### src/design/sixteen_bit_isa_instruction_step_macros.svh
// assertion macros for the instruction step core
// used by the top level only
`ifndef SIXTEEN_BIT_ISA_INSTRUCTION_STEP_MACROS_SVH
`define SIXTEEN_BIT_ISA_INSTRUCTION_STEP_MACROS_SVH
`define SBI_ASSERT_IMP(lbl, clk, rstn, a, c) \
  lbl: assert property (@(posedge clk) disable iff (!rstn) (a) |-> (c)) else $error("lbl");
`define SBI_ASSERT_NEXT(lbl, clk, rstn, a, c) \
  lbl: assert property (@(posedge clk) disable iff (!rstn) (a) |=> (c)) else $error("lbl");
`endif

### src/design/sbi_pkg.sv
// types and constants for the instruction step core
// no dependencies
`timescale 1ns / 1ps
package sbi_pkg;
  localparam logic [15:0] PcReset = 16'h8200;
  localparam logic [2:0] NzpZero = 3'b010;
  localparam logic [3:0] OpBr = 4'h0, OpArith = 4'h1, OpCmp = 4'h2, OpJsr = 4'h4,
    OpLogic = 4'h5, OpLdr = 4'h6, OpStr = 4'h7, OpRti = 4'h8, OpConst = 4'h9,
    OpShift = 4'hA, OpJmp = 4'hC, OpHiconst = 4'hD, OpTrap = 4'hF;
  localparam logic [2:0] StOk = 3'd0, StBadAddr = 3'd1, StPriv = 3'd2,
    StIllegal = 3'd3, StLoaded = 3'd4;

  typedef struct packed {
    logic cmd;
    logic [15:0] load_addr;
    logic [15:0] load_data;
  } req_t;

  typedef struct packed {
    logic [15:0] pc_now;
    logic [15:0] instr_word;
    logic reg_we;
    logic [2:0] reg_dest;
    logic [15:0] reg_value;
    logic nzp_we;
    logic [2:0] nzp_value;
    logic data_we;
    logic [15:0] dmem_addr;
    logic [15:0] dmem_value;
    logic [2:0] status;
  } rsp_t;

  typedef struct packed {
    logic clear;
    logic mem_load;
    logic fetch;
    logic exec;
    logic div_start;
    logic data_rd;
    logic commit;
  } cmd_t;

  typedef struct packed {
    logic clear_done;
    logic is_load;
    logic need_div;
    logic div_busy;
    logic need_mem;
  } sts_t;
endpackage

### src/design/sbi_ctrl.sv
// controller state machine sequencing fetch, execute, memory and writeback
// depends on sbi_pkg
`timescale 1ns / 1ps
module sbi_ctrl (
  input  logic          clk_i,
  input  logic          rst_ni,
  input  logic          in_valid_i,
  output logic          in_stall_o,
  output logic          out_valid_o,
  input  logic          out_stall_i,
  input  sbi_pkg::sts_t sts_i,
  output sbi_pkg::cmd_t cmd_o
);
  typedef enum logic [7:0] {
    SClear = 8'b00000001, SIdle = 8'b00000010, SFetch = 8'b00000100,
    SExec = 8'b00001000, SDec = 8'b00010000, SDiv = 8'b00100000,
    SMem = 8'b01000000, SCommit = 8'b10000000
  } state_e;
  state_e state_q, state_d;
  logic ov_q, ov_d, acc, free;

  assign free = !ov_q || !out_stall_i;
  assign in_stall_o = !(state_q == SIdle) || !free;
  assign acc = in_valid_i && !in_stall_o;
  assign out_valid_o = ov_q;

  always_comb begin
    state_d = state_q;
    cmd_o = '0;
    ov_d = ov_q && out_stall_i;
    case (state_q)
      SClear: begin
        cmd_o.clear = 1'b1;
        if (sts_i.clear_done) state_d = SIdle;
      end
      SIdle: if (acc) begin
        if (sts_i.is_load) begin
          cmd_o.mem_load = 1'b1; ov_d = 1'b1;
        end else state_d = SFetch;
      end
      SFetch: begin
        cmd_o.fetch = 1'b1; state_d = SExec;
      end
      SExec: begin
        cmd_o.exec = 1'b1; state_d = SDec;
      end
      SDec: begin
        if (sts_i.need_div) begin
          cmd_o.div_start = 1'b1; state_d = SDiv;
        end else if (sts_i.need_mem) begin
          cmd_o.data_rd = 1'b1; state_d = SMem;
        end else state_d = SCommit;
      end
      SDiv: if (!sts_i.div_busy) state_d = SCommit;
      SMem: state_d = SCommit;
      SCommit: if (free) begin
        cmd_o.commit = 1'b1; ov_d = 1'b1; state_d = SIdle;
      end
      default: state_d = SClear;
    endcase
  end

  always_ff @(posedge clk_i or negedge rst_ni) begin
    if (!rst_ni) begin
      state_q <= SClear; ov_q <= 1'b0;
    end else begin
      state_q <= state_d; ov_q <= ov_d;
    end
  end
endmodule

### config.mk
export PLATFORM = sky130hd
export DESIGN_NAME = sbi_ctrl
export DESIGN_NICKNAME = d
export VERILOG_FILES = /design/src/design/sixteen_bit_isa_instruction_step_macros.svh /design/src/design/sbi_pkg.sv /design/src/design/sbi_ctrl.sv
export SDC_FILE = /design/constraint.sdc
export NUM_CORES = 1
export LEC_CHECK = 0
export ABC_CLOCK_PERIOD_IN_PS = 2200
export BUFFER_PORTS_ARGS = -buffer_cell sky130_fd_sc_hd__buf_2
export CORE_AREA = 2 2 39 41
export CTS_BUF_LIST = sky130_fd_sc_hd__clkbuf_8
export CTS_CLUSTER_SIZE = 10
export DETAILED_ROUTE_END_ITERATION = 8
export DIE_AREA = 0 0 41 43
export PLACE_DENSITY_LB_ADDON = 0.1
export REMOVE_ABC_BUFFERS = 1
export SYNTH_ARGS = -nofsm -noshare
export SYNTH_HDL_FRONTEND = slang
export SYNTH_SLANG_ARGS = --single-unit
### constraint.sdc
create_clock -name clk_i -period 2.2 [get_ports clk_i]
set_input_delay 0.11 -clock clk_i [delete_from_list [all_inputs] [get_ports clk_i]]
set_output_delay 0.11 -clock clk_i [all_outputs]
set_load 0.01 [all_outputs]
==> run_results.csv, run 1 <==
group,metric,value,unit
critical_path,r2r_start,"state_q[5]",
timing,rsz0062_at_grt,"no",
synthesis,syn_inst,68,
worst_hold_path,min-delay-start,"sts_i[3]",
power_and_ir_drop,power.leakage,0.413,nW
floorplanning,dieHeight,43,um
timing,clock.fmax,501,MHz
floorplanning,start_util,0.480,
critical_path,arrival,1.89,ns
critical_path,r2r_end,"state_q[1]",
clock_network,clk_pin_slew,0.05,ns
synthesis,ys_seq_elements,9,
global_route,grt-ovfl-total,0,
critical_path,path_max_fanout,12,
route,drtIter0Drc,7,
critical_path,slowest_delay,0.50,ns
floorplanning,die_area,1760,um2
critical_path,critPathKind,"flip-flop to primary output",
placed_design,dpl.hpwl,1140,um
route,drt_wl_total,1520,um
floorplanning,die_width,41,um
timing,setup_viol,0,
clock_network,insertion_delay,0.24,ns
critical_path,cp_num_buf_inv,1,
synthesis,syn_avg_cell_area,9.77,um2
global_route,antenna_found_initial,0,
route,postRouteAntennaNets,0,
global_route,first_global_vias,529,
critical_path,cp-startpoint,"state_q[5]",
timing,final.period_utilization,0.907,
route,drc,0,
clock_network,cts_inserted_buffers,3,
critical_path,critical_path.top_delay_family,"simple AND/OR/NAND/NOR gates",
timing,setup_tns,0,ns
global_route,grtUsageTotal,0.195,
synthesis,syn-cell-area,664,um2
critical_path,cp-end-kind,"primary output",
clock_network,clockRootBuffer,"clkbuf_8",
layout,antenna_cells,0,
critical_path,cpMaxStageDelayCell,"dfrtp_1",
timing,worst_pin_slew,0.467,ns
route,avgRoutedWirePerCell,14.9,um
layout,nets,96,
floorplanning,ios,18,
timing,period_minus_slack,2.00,ns
synthesis,ys_seq_area_frac,0.341,
clock_network,cts_setup_buffers,0,
critical_path,required,2.09,ns
timing,maxSlewViolCount,0,
layout,fin_area,790,um2
global_route,grt_pass1_wl,2300,um
critical_path,startpoint_type,"flip-flop",
layout,final_common_cell,"buf_2",
route,vias_per_cell,6.10,
worst_hold_path,hp-class,"input pin to flip-flop",
power_and_ir_drop,powerDensity,828,nW/um2
synthesis,synth_cell_types,36,
layout,area_growth,18.8,%
timing,finClkSkew,0.00257,ns
worst_hold_path,holdPathStages,2,
clock_network,cts_tree,"done",
layout,layout_common_cells,"buf_2 (17), dfrtp_1 (8), inv_1 (5), and3_1 (5), nor2_1 (4)",
global_route,grt_max_degree,13,
power_and_ir_drop,vdd_drop_max,0.459,mV
synthesis,synthMuxAreaShare,0,
floorplanning,rows,14,
outcome,status,"complete, no violations",
flow_run,maxCapViolCount,0,
synthesis,synth-simple-area-share,0.363,
synthesis,synth_top_family_by_area,"simple AND/OR/NAND/NOR gates",
placed_design,gp_congestion,0.772,
route,drt_pass1_iterations,4,
synthesis,synth_warnings,0,
placed_design,place_area,726,um2
route,vias,622,
timing,slew_headroom,0.686,
worst_hold_path,holdPathEnd,"state_q[1]",
critical_path,r2r_slack,0.39,ns
timing,hold_viol_final,0,
floorplanning,core-area,1380,um2
synthesis,synthXorXnorAreaFrac,0.0132,
synthesis,synth-compound-area-share,0.194,
placed_design,numPortBuffers,17,
layout,drive_gt1_frac,0.279,
critical_path,crit_chain,"nor4_4 > nand4b_1 > a21oi_1 > and3_1 > buf_2",
clock_network,h-tree-depth,1,
clock_network,numClockSinks,9,
synthesis,synthAdderAreaFrac,0,
critical_path,ff2ff_path_depth,4,
clock_network,cts_buffer_depth,2,
==> report_power, final <==
part           switching, mW  internal, mW  leakage (nW)
Sequential            0.0495         0.196         0.120
Combinational          0.105         0.114         0.266
Clock                 0.0674         0.122        0.0269
Total                  0.222         0.431         0.413
==> per-stage QoR <==
step	hold slack, ns	utilization	power, mW	cells	worst slack [ns]
2_1_floorplan	-0.186	-	0.394	64	0.534
3_3_place_gp	-0.0243	0.524	0.461	97	0.455
3_5_place_dp	-0.0234	0.524	0.463	97	0.416
4_1_cts	0.145	0.564	0.654	102	0.158
5_1_grt	0.160	0.571	0.696	102	0.0120
6_report	0.143	0.571	0.654	102	0.205
==> cell families after synthesis <==
kind of cell           Yosys count
buffers and inverters            8
AND/OR/NAND/NOR                 32
AO/OA/AOI/OAI                   18
flip-flops                       9
XOR/XNOR                         1
==> sequential cells by signal, indices dropped and copies added, names as in the netlist <==
name / cells
out_valid_o: 1
state_q: 8
==> metal layers <==
| metal | wire length, um | GRT usage |
|---|---|---|
| met1 | 653 | 0.268 |
| met3 | 114 | 0.0314 |
| met5 | 0 | 0 |
| met4 | 25 | 0.0800 |
| met2 | 730 | 0.291 |
==> how the worst max path moves through the flow <==
stage,endpoint,depth (start not counted)
global placement,cmd_o[5],5
CTS,cmd_o[5],5
floorplan,state_q[1],4
global route,cmd_o[5],5
finish,cmd_o[5],5
detailed placement,state_q[1],4
==> layout make-up <==
type	count	area, um2
Tap cell	16	20.0
Multi-Input combinational cell	51	388
Timing Repair Buffer	18	95.1
Clock buffer	3	41.3
Fill cell	137	594
Clock inverter	1	3.75
Inverter	4	15.0
Sequential cell	9	226
==> cell usage after synthesis, drive strengths merged <==
library cell	number	area (um2)
and4b	3	30.0
nor4	3	40.0
and3b	4	36.3
o21a	2	15.0
o311ai	1	8.76
a211o	1	8.76
o31ai	1	7.51
nand2	3	11.3
dfrtp	8	200
and3	5	31.3
inv	4	15.0
o211ai	1	7.51
a211oi	2	15.0
o21ai	3	15.0
o32ai	1	8.76
and2	1	6.26
nand3b	1	7.51
xor2	1	8.76
buf	3	30.0
clkbuf	1	13.8
o2111ai	1	8.76
nor2	4	15.0
a221oi	1	8.76
nand4b	3	26.3
or4b	1	10.0
dfstp	1	26.3
nor2b	1	6.26
nor3b	1	7.51
nor4b	1	8.76
o211a	1	10.0
nor3	1	5.00
a21oi	3	15.0
==> timing repair <==
item                       in CTS  in global routing
setup endpoints to repair       0                  1
resized for setup               0                  1
hold endpoints to repair        9                  0
hold buffers                    1                  0
(Power assumes the default switching activity.)
==> run 2: changes to the inputs <==
--- a/config.mk
+++ b/config.mk
@@ -5,10 +5,11 @@
 export SDC_FILE = /design/constraint.sdc
 export NUM_CORES = 1
 export LEC_CHECK = 0
+export ABC_AREA = 1
 export ABC_CLOCK_PERIOD_IN_PS = 2200
 export BUFFER_PORTS_ARGS = -buffer_cell sky130_fd_sc_hd__buf_2
 export CORE_AREA = 2 2 39 41
-export CTS_BUF_LIST = sky130_fd_sc_hd__clkbuf_8
+export CTS_BUF_LIST = sky130_fd_sc_hd__clkbuf_4 sky130_fd_sc_hd__clkbuf_8
 export CTS_CLUSTER_SIZE = 10
 export DETAILED_ROUTE_END_ITERATION = 8
 export DIE_AREA = 0 0 41 43
==> run_results.csv, run 2 <==
group,metric,value,unit
clock_network,clk_pin_slew,0.06,ns
power_and_ir_drop,power,0.622,mW
global_route,grtUsageTotal,0.181,
timing,setup_viol,0,
timing,final.period_utilization,0.698,
synthesis,synth.most_common_cell,"nand2_1",
floorplanning,start_util,0.440,
layout,fill_cells,155,
critical_path,cpMaxStageDelayCell,"dfrtp_1",
clock_network,cts_inserted_buffers,3,
floorplanning,rows,14,
clock_network,insertion_delay,0.25,ns
critical_path,cp_num_buf_inv,3,
critical_path,critPathKind,"flip-flop to primary output",
clock_network,cts_hold_buf,1,
clock_network,clockRootBuffer,"clkbuf_4",
critical_path,slowest_delay,0.38,ns
timing,clock.fmax,651,MHz
route,drt_wl_total,1300,um
global_route,grt_max_degree,10,
clock_network,cts_buffer_depth,2,
synthesis,ys_seq_area_frac,0.372,
critical_path,r2r_start,"state_q[0]",
timing,fin_ws,0.664,ns
synthesis,synthXorXnorAreaFrac,0,
critical_path,crit_chain,"inv_1 > nand2_2 > nor2_4 > nand2_2 > inv_2 > nand3_2 > nor2_2 > buf_2",
layout,drive_gt1_frac,0.377,
flow_run,maxCapViolCount,0,
route,postRouteAntennaNets,0,
synthesis,synthTopCellsByCount,"nand2_1 (18), inv_1 (17), nand3_1 (9)",
clock_network,numClockSinks,9,
synthesis,synth_top_family_by_area,"simple AND/OR/NAND/NOR gates",
synthesis,synth-simple-area-share,0.437,
timing,hold_viol_final,0,
route,vias_per_cell,4.70,
layout,final_core_util,0.545,
global_route,antenna_found_initial,0,
timing,worst_pin_slew,0.237,ns
critical_path,path_max_fanout,6,
critical_path,critical_path.top_delay_family,"simple AND/OR/NAND/NOR gates",
layout,area_growth,23.8,%
synthesis,synth_warnings,0,
critical_path,required,2.09,ns
synthesis,synthAdderAreaFrac,0,
global_route,grt_pass1_wl,2210,um
synthesis,synth_edf_count,0,
timing,slew_headroom,0.841,
clock_network,post_cts.resized_instances,0,
critical_path,cp-end-kind,"primary output",
synthesis,yosysTopAreaCellShare,0.329,
route,vias,611,
critical_path,r2r_slack,0.89,ns
clock_network,h-tree-depth,1,
power_and_ir_drop,power.leakage,0.500,nW
layout,largest_reg_flops,8,
outcome,status,"complete, no violations",
floorplanning,dieHeight,43,um
floorplanning,die_area,1760,um2
placed_design,gp_congestion,0.790,
floorplanning,die_width,41,um
route,drc,0,
synthesis,synth_area_leaders,"dfrtp_1 (33%), nand2_1 (11%), inv_1 (10%)",
synthesis,ys_seq_elements,9,
placed_design,dpl.hpwl,1110,um
timing,period_minus_slack,1.54,ns
layout,nets,124,
synthesis,synthArstFlopShare,1.00,
route,avgRoutedWirePerCell,10.0,um
route,drtIter0Drc,5,
synthesis,syn_avg_cell_area,6.62,um2
power_and_ir_drop,powerDensity,825,nW/um2
global_route,first_global_vias,537,
worst_hold_path,holdPathStages,2,
critical_path,r2r_end,"state_q[1]",
floorplanning,core-area,1380,um2
timing,rsz0062_at_grt,"no",
synthesis,synthMuxAreaShare,0,
synthesis,synth-compound-area-share,0.0370,
placed_design,numPortBuffers,17,
synthesis,syn_inst,92,
layout,antenna_cells,0,
clock_network,cts_setup_buffers,0,
timing,setup_tns,0,ns
floorplanning,ios,18,
timing,maxSlewViolCount,0,
synthesis,synth_cell_types,16,
layout,final_common_cell,"nand2_1",
synthesis,yosysTopAreaCell,"dfrtp_1",
global_route,grt-ovfl-total,0,
synthesis,synthFlopType,"dfrtp_1",
critical_path,ff2ff_path_depth,9,
power_and_ir_drop,vdd_drop_max,0.434,mV
route,drt_pass1_iterations,4,
worst_hold_path,hp-class,"input pin to flip-flop",
placed_design,place_ws,0.901,ns
worst_hold_path,min-delay-start,"sts_i[2]",
worst_hold_path,holdPathEnd,"state_q[6]",
timing,finClkSkew,0.000899,ns
critical_path,cp_common_cell,"nand2_2",
synthesis,syn-cell-area,609,um2
critical_path,arrival,1.43,ns
layout,largest-register,"state_q",
layout,layout_common_cells,"nand2_1 (18), inv_1 (17), buf_2 (17)",
critical_path,startpoint_type,"flip-flop",
clock_network,cts_tree,"done",
## run 2: cell count changes after synthesis, moves of 3 or more
| cell | delta |
|---|---|
| nand2_1 | +15 |
| inv_1 | +13 |
| nand3_1 | +9 |
| inv_2 | +8 |
| nand2_2 | +6 |
| and3_1 | -5 |
| nor2_2 | +5 |
| nor2_1 | +4 |
| a21oi_1 | -3 |
| and3b_1 | -3 |
| and4b_1 | -3 |
| nand4_1 | +3 |
| nand4b_1 | -3 |
## run 2: through the flow
step	hold slack (ns)	std cells	area, um2
2_1_floorplan	-0.186	92	609
3_3_place_gp	-0.0237	125	714
3_5_place_dp	-0.0226	125	714
4_1_cts	0.0379	130	754
5_1_grt	0.0423	130	754
6_report	0.0422	130	754
## run 2: worst max path at each step
stage,depth (start not counted),endpoint,from
floorplan,9,state_q[1],state_q[0]
global placement,9,state_q[1],state_q[0]
detailed placement,9,state_q[1],state_q[0]
CTS,8,cmd_o[5],state_q[7]
global route,6,cmd_o[1],state_q[1]
finish,8,cmd_o[5],state_q[5]
## run 2: power by group
part,total [mW],switching [mW],internal [mW]
Combinational,0.261,0.160,0.101
Sequential,0.224,0.0243,0.199
Clock,0.137,0.0549,0.0820
Total,0.622,0.240,0.382
## run 2: cells by family (layout without fill, tap and decap cells)
| kind of cell | after synthesis | in the layout |
|---|---|---|
| simple gates | 54 | 54 |
| buf+inv | 25 | 47 |
| flops | 9 | 9 |
| compound gates | 4 | 4 |
## run 2: area by class of cell
cell class | instances | area (um2) | share of cell area
tap | 16 | 20.0 | 0.0265
sequential | 9 | 226 | 0.300
inverter | 25 | 93.8 | 0.124
multi-input combinational | 58 | 289 | 0.383
timing repair buffer | 18 | 95.1 | 0.126
clock buffer | 4 | 30.0 | 0.0398
## run 2: worst reg2reg max path, delay by kind of cell (launching register included)
family        cells  cell delay [ns]
flops             1             0.55
simple gates      9             0.65
## run 2: layer usage
metal / vias to the layer above / wire, um / GRT usage
met2: 11 / 626 / 0.281
met3: 2 / 55 / 0.0314
met5: - / 0 / 0
li1: 322 / - / -
met1: 276 / 606 / 0.243
met4: 0 / 12 / 0.0600
==> run 3: changes to the inputs <==
--- a/config.mk
+++ b/config.mk
@@ -6,13 +6,13 @@
 export NUM_CORES = 1
 export LEC_CHECK = 0
 export ABC_AREA = 1
-export ABC_CLOCK_PERIOD_IN_PS = 2200
+export ABC_CLOCK_PERIOD_IN_PS = 1300
 export BUFFER_PORTS_ARGS = -buffer_cell sky130_fd_sc_hd__buf_2
-export CORE_AREA = 2 2 39 41
+export CORE_MARGIN = 2
+export CORE_UTILIZATION = 47
 export CTS_BUF_LIST = sky130_fd_sc_hd__clkbuf_4 sky130_fd_sc_hd__clkbuf_8
 export CTS_CLUSTER_SIZE = 10
 export DETAILED_ROUTE_END_ITERATION = 8
-export DIE_AREA = 0 0 41 43
 export PLACE_DENSITY_LB_ADDON = 0.1
 export REMOVE_ABC_BUFFERS = 1
 export SYNTH_ARGS = -nofsm -noshare
==> constraint.sdc (replaced) <==
create_clock -name clk_i -period 1.3 [get_ports clk_i]
set_input_delay 0.065 -clock clk_i [delete_from_list [all_inputs] [get_ports clk_i]]
set_output_delay 0.065 -clock clk_i [all_outputs]
set_load 0.01 [all_outputs]
==> run_results.csv, run 3 (synthesized netlist as in run 2, its figures left out) <==
group,metric,value,unit
outcome,status,"finished, violations left",
outcome,violations,"setup timing",
global_route,gr-max-usage-layer,"met2",
route,drt_wl_total,2390,um
critical_path,r2r_slack,-0.27,ns
timing,finClkSkew,0.00190,ns
critical_path,slowest_delay,0.43,ns
critical_path,cpMaxStageDelayCell,"dfrtp_1",
clock_network,cts_tree,"done",
layout,nets,150,
worst_hold_path,hp-class,"input pin to flip-flop",
critical_path,cp-startpoint,"state_q[7]",
timing,hold_ws,0.0899,ns
global_route,grt-ovfl-total,0,
clock_network,clk_pin_slew,0.07,ns
critical_path,critPathKind,"flip-flop to primary output",
global_route,antenna_found_initial,0,
power_and_ir_drop,powerDensity,1310,nW/um2
timing,final.period_utilization,1.25,
placed_design,place_ws,-0.000661,ns
critical_path,r2r_end,"state_q[0]",
global_route,use_met2,0.512,
clock_network,cts_inserted_buffers,3,
layout,layout_common_cells,"buf_4 (23), buf_2 (17), nand2_1 (15)",
timing,setup_tns,-3.23,ns
layout,drive_gt1_frac,0.593,
global_route,grtUsageTotal,0.322,
floorplanning,die_width,40.0,um
layout,area_growth,67.6,%
route,drt_pass1_iterations,4,
global_route,grt_max_degree,10,
route,drtIter0Drc,55,
worst_hold_path,holdPathStages,3,
timing,worst_pin_slew,0.244,ns
power_and_ir_drop,power,1.34,mW
timing,period_minus_slack,1.62,ns
route,vias_per_cell,5.49,
route,postRouteAntennaNets,0,
placed_design,dpl.hpwl,1040,um
layout,largest-register,"state_q",
timing,rsz0062_at_grt,"yes",
timing,hold_viol_final,0,
layout,fill_cells,68,
global_route,use_met1,0.385,
power_and_ir_drop,vdd_drop_max,0.776,mV
critical_path,r2r_start,"state_q[7]",
floorplanning,die_area,1600,um2
floorplanning,start_util,0.527,
floorplanning,core-area,1160,um2
timing,slew_headroom,0.837,
layout,final_common_cell,"buf_4",
route,avgRoutedWirePerCell,15.5,um
layout,largest_reg_flops,8,
clock_network,cts_buffer_depth,2,
critical_path,startpoint_type,"flip-flop",
critical_path,ff2ff_path_depth,10,
flow_run,maxCapViolCount,0,
placed_design,numPortBuffers,17,
layout,antenna_cells,0,
floorplanning,rows,12,
global_route,use_met3,0.0833,
clock_network,h-tree-depth,1,
global_route,first_global_vias,719,
floorplanning,dieHeight,40.0,um
layout,final_core_util,0.883,
clock_network,insertion_delay,0.28,ns
clock_network,numClockSinks,9,
power_and_ir_drop,power.leakage,0.633,nW
timing,setup_viol,16,
floorplanning,ios,18,
critical_path,path_max_fanout,3,
critical_path,required,1.24,ns
placed_design,gp_congestion,0.863,
global_route,grt_pass1_wl,3190,um
worst_hold_path,holdPathEnd,"state_q[6]",
clock_network,clockRootBuffer,"clkbuf_4",
route,drc,0,
worst_hold_path,min-delay-start,"sts_i[0]",
critical_path,cp-end-kind,"primary output",
timing,clock.fmax,615,MHz
critical_path,crit_chain,"buf_4 > nor2_2 > nand3_2 > nor2_4 > inv_2 > nor3_2 > buf_2",
timing,maxSlewViolCount,0,
route,vias,845,
timing,fin_ws,-0.325,ns
critical_path,arrival,1.56,ns
==> run 3: cell count changes in the layout (fill, tap and decap cells not counted), moves of 2 or more <==
cell,before,now
buf_4,0,23
inv_1,17,14
inv_2,8,11
nand2_1,18,15
nand3_1,9,6
nand3_2,1,4
nor2_4,1,4
nor3_1,3,0
nor3_2,0,3
buf_6,0,2
nand2_2,6,8
nor2_1,8,6
==> run 3: how the worst max path moves through the flow <==
| stage | to | cells after the start |
|---|---|---|
| final | cmd_o[1] | 7 |
| after global placement | state_q[1] | 9 |
| after global routing | cmd_o[5] | 8 |
| after detailed placement | state_q[1] | 9 |
| after CTS | cmd_o[5] | 8 |
| after floorplan | state_q[1] | 9 |
==> run 3: stage by stage <==
stage	std cells	area (um2)
floorplan	92	609
global placement	123	712
detailed placement	123	712
CTS	150	973
global route	154	1020
finish	154	1020
==> run 3: layout make-up <==
type,instances,area (um2),share of cell area
Multi-Input combinational cell,58,355,0.348
Clock inverter,1,5.00,0.00490
Sequential cell,9,226,0.222
Timing Repair Buffer,44,300,0.294
Tap cell,14,17.5,0.0172
Clock buffer,3,22.5,0.0221
Inverter,25,93.8,0.0919
==> run 3: timing repair <==
item | 4_1_cts | 5_1_grt
pin swaps | 11 | 6
hold buffers | 2 | 0
setup buffers | 21 | 5
endpoints found under the setup margin | 9 | 17
hold endpoints to repair | 10 | 0
resized for setup | 18 | 4
==> run 3: report_power, final <==
group	leakage [nW]	switching, mW	internal, mW	total [mW]
Combinational	0.495	0.416	0.297	0.713
Sequential	0.120	0.0496	0.338	0.387
Clock	0.0177	0.121	0.114	0.235
==> run 3: per-layer routing <==
| metal | routed length [um] | up-vias | share of wire |
|---|---|---|---|
| met2 | 1140 | 61 | 0.48 |
| li1 | - | 378 | - |
| met4 | 119 | 0 | 0.050 |
| met5 | 0 | - | 0 |
| met3 | 191 | 20 | 0.080 |
| met1 | 944 | 386 | 0.39 |
==> run 3: worst max-delay path: cells and delay by family (launching register included) <==
kind | cells | cell delay, ns
DFF | 1 | 0.43
buffers and inverters | 3 | 0.37
and+or+nand+nor | 4 | 0.49
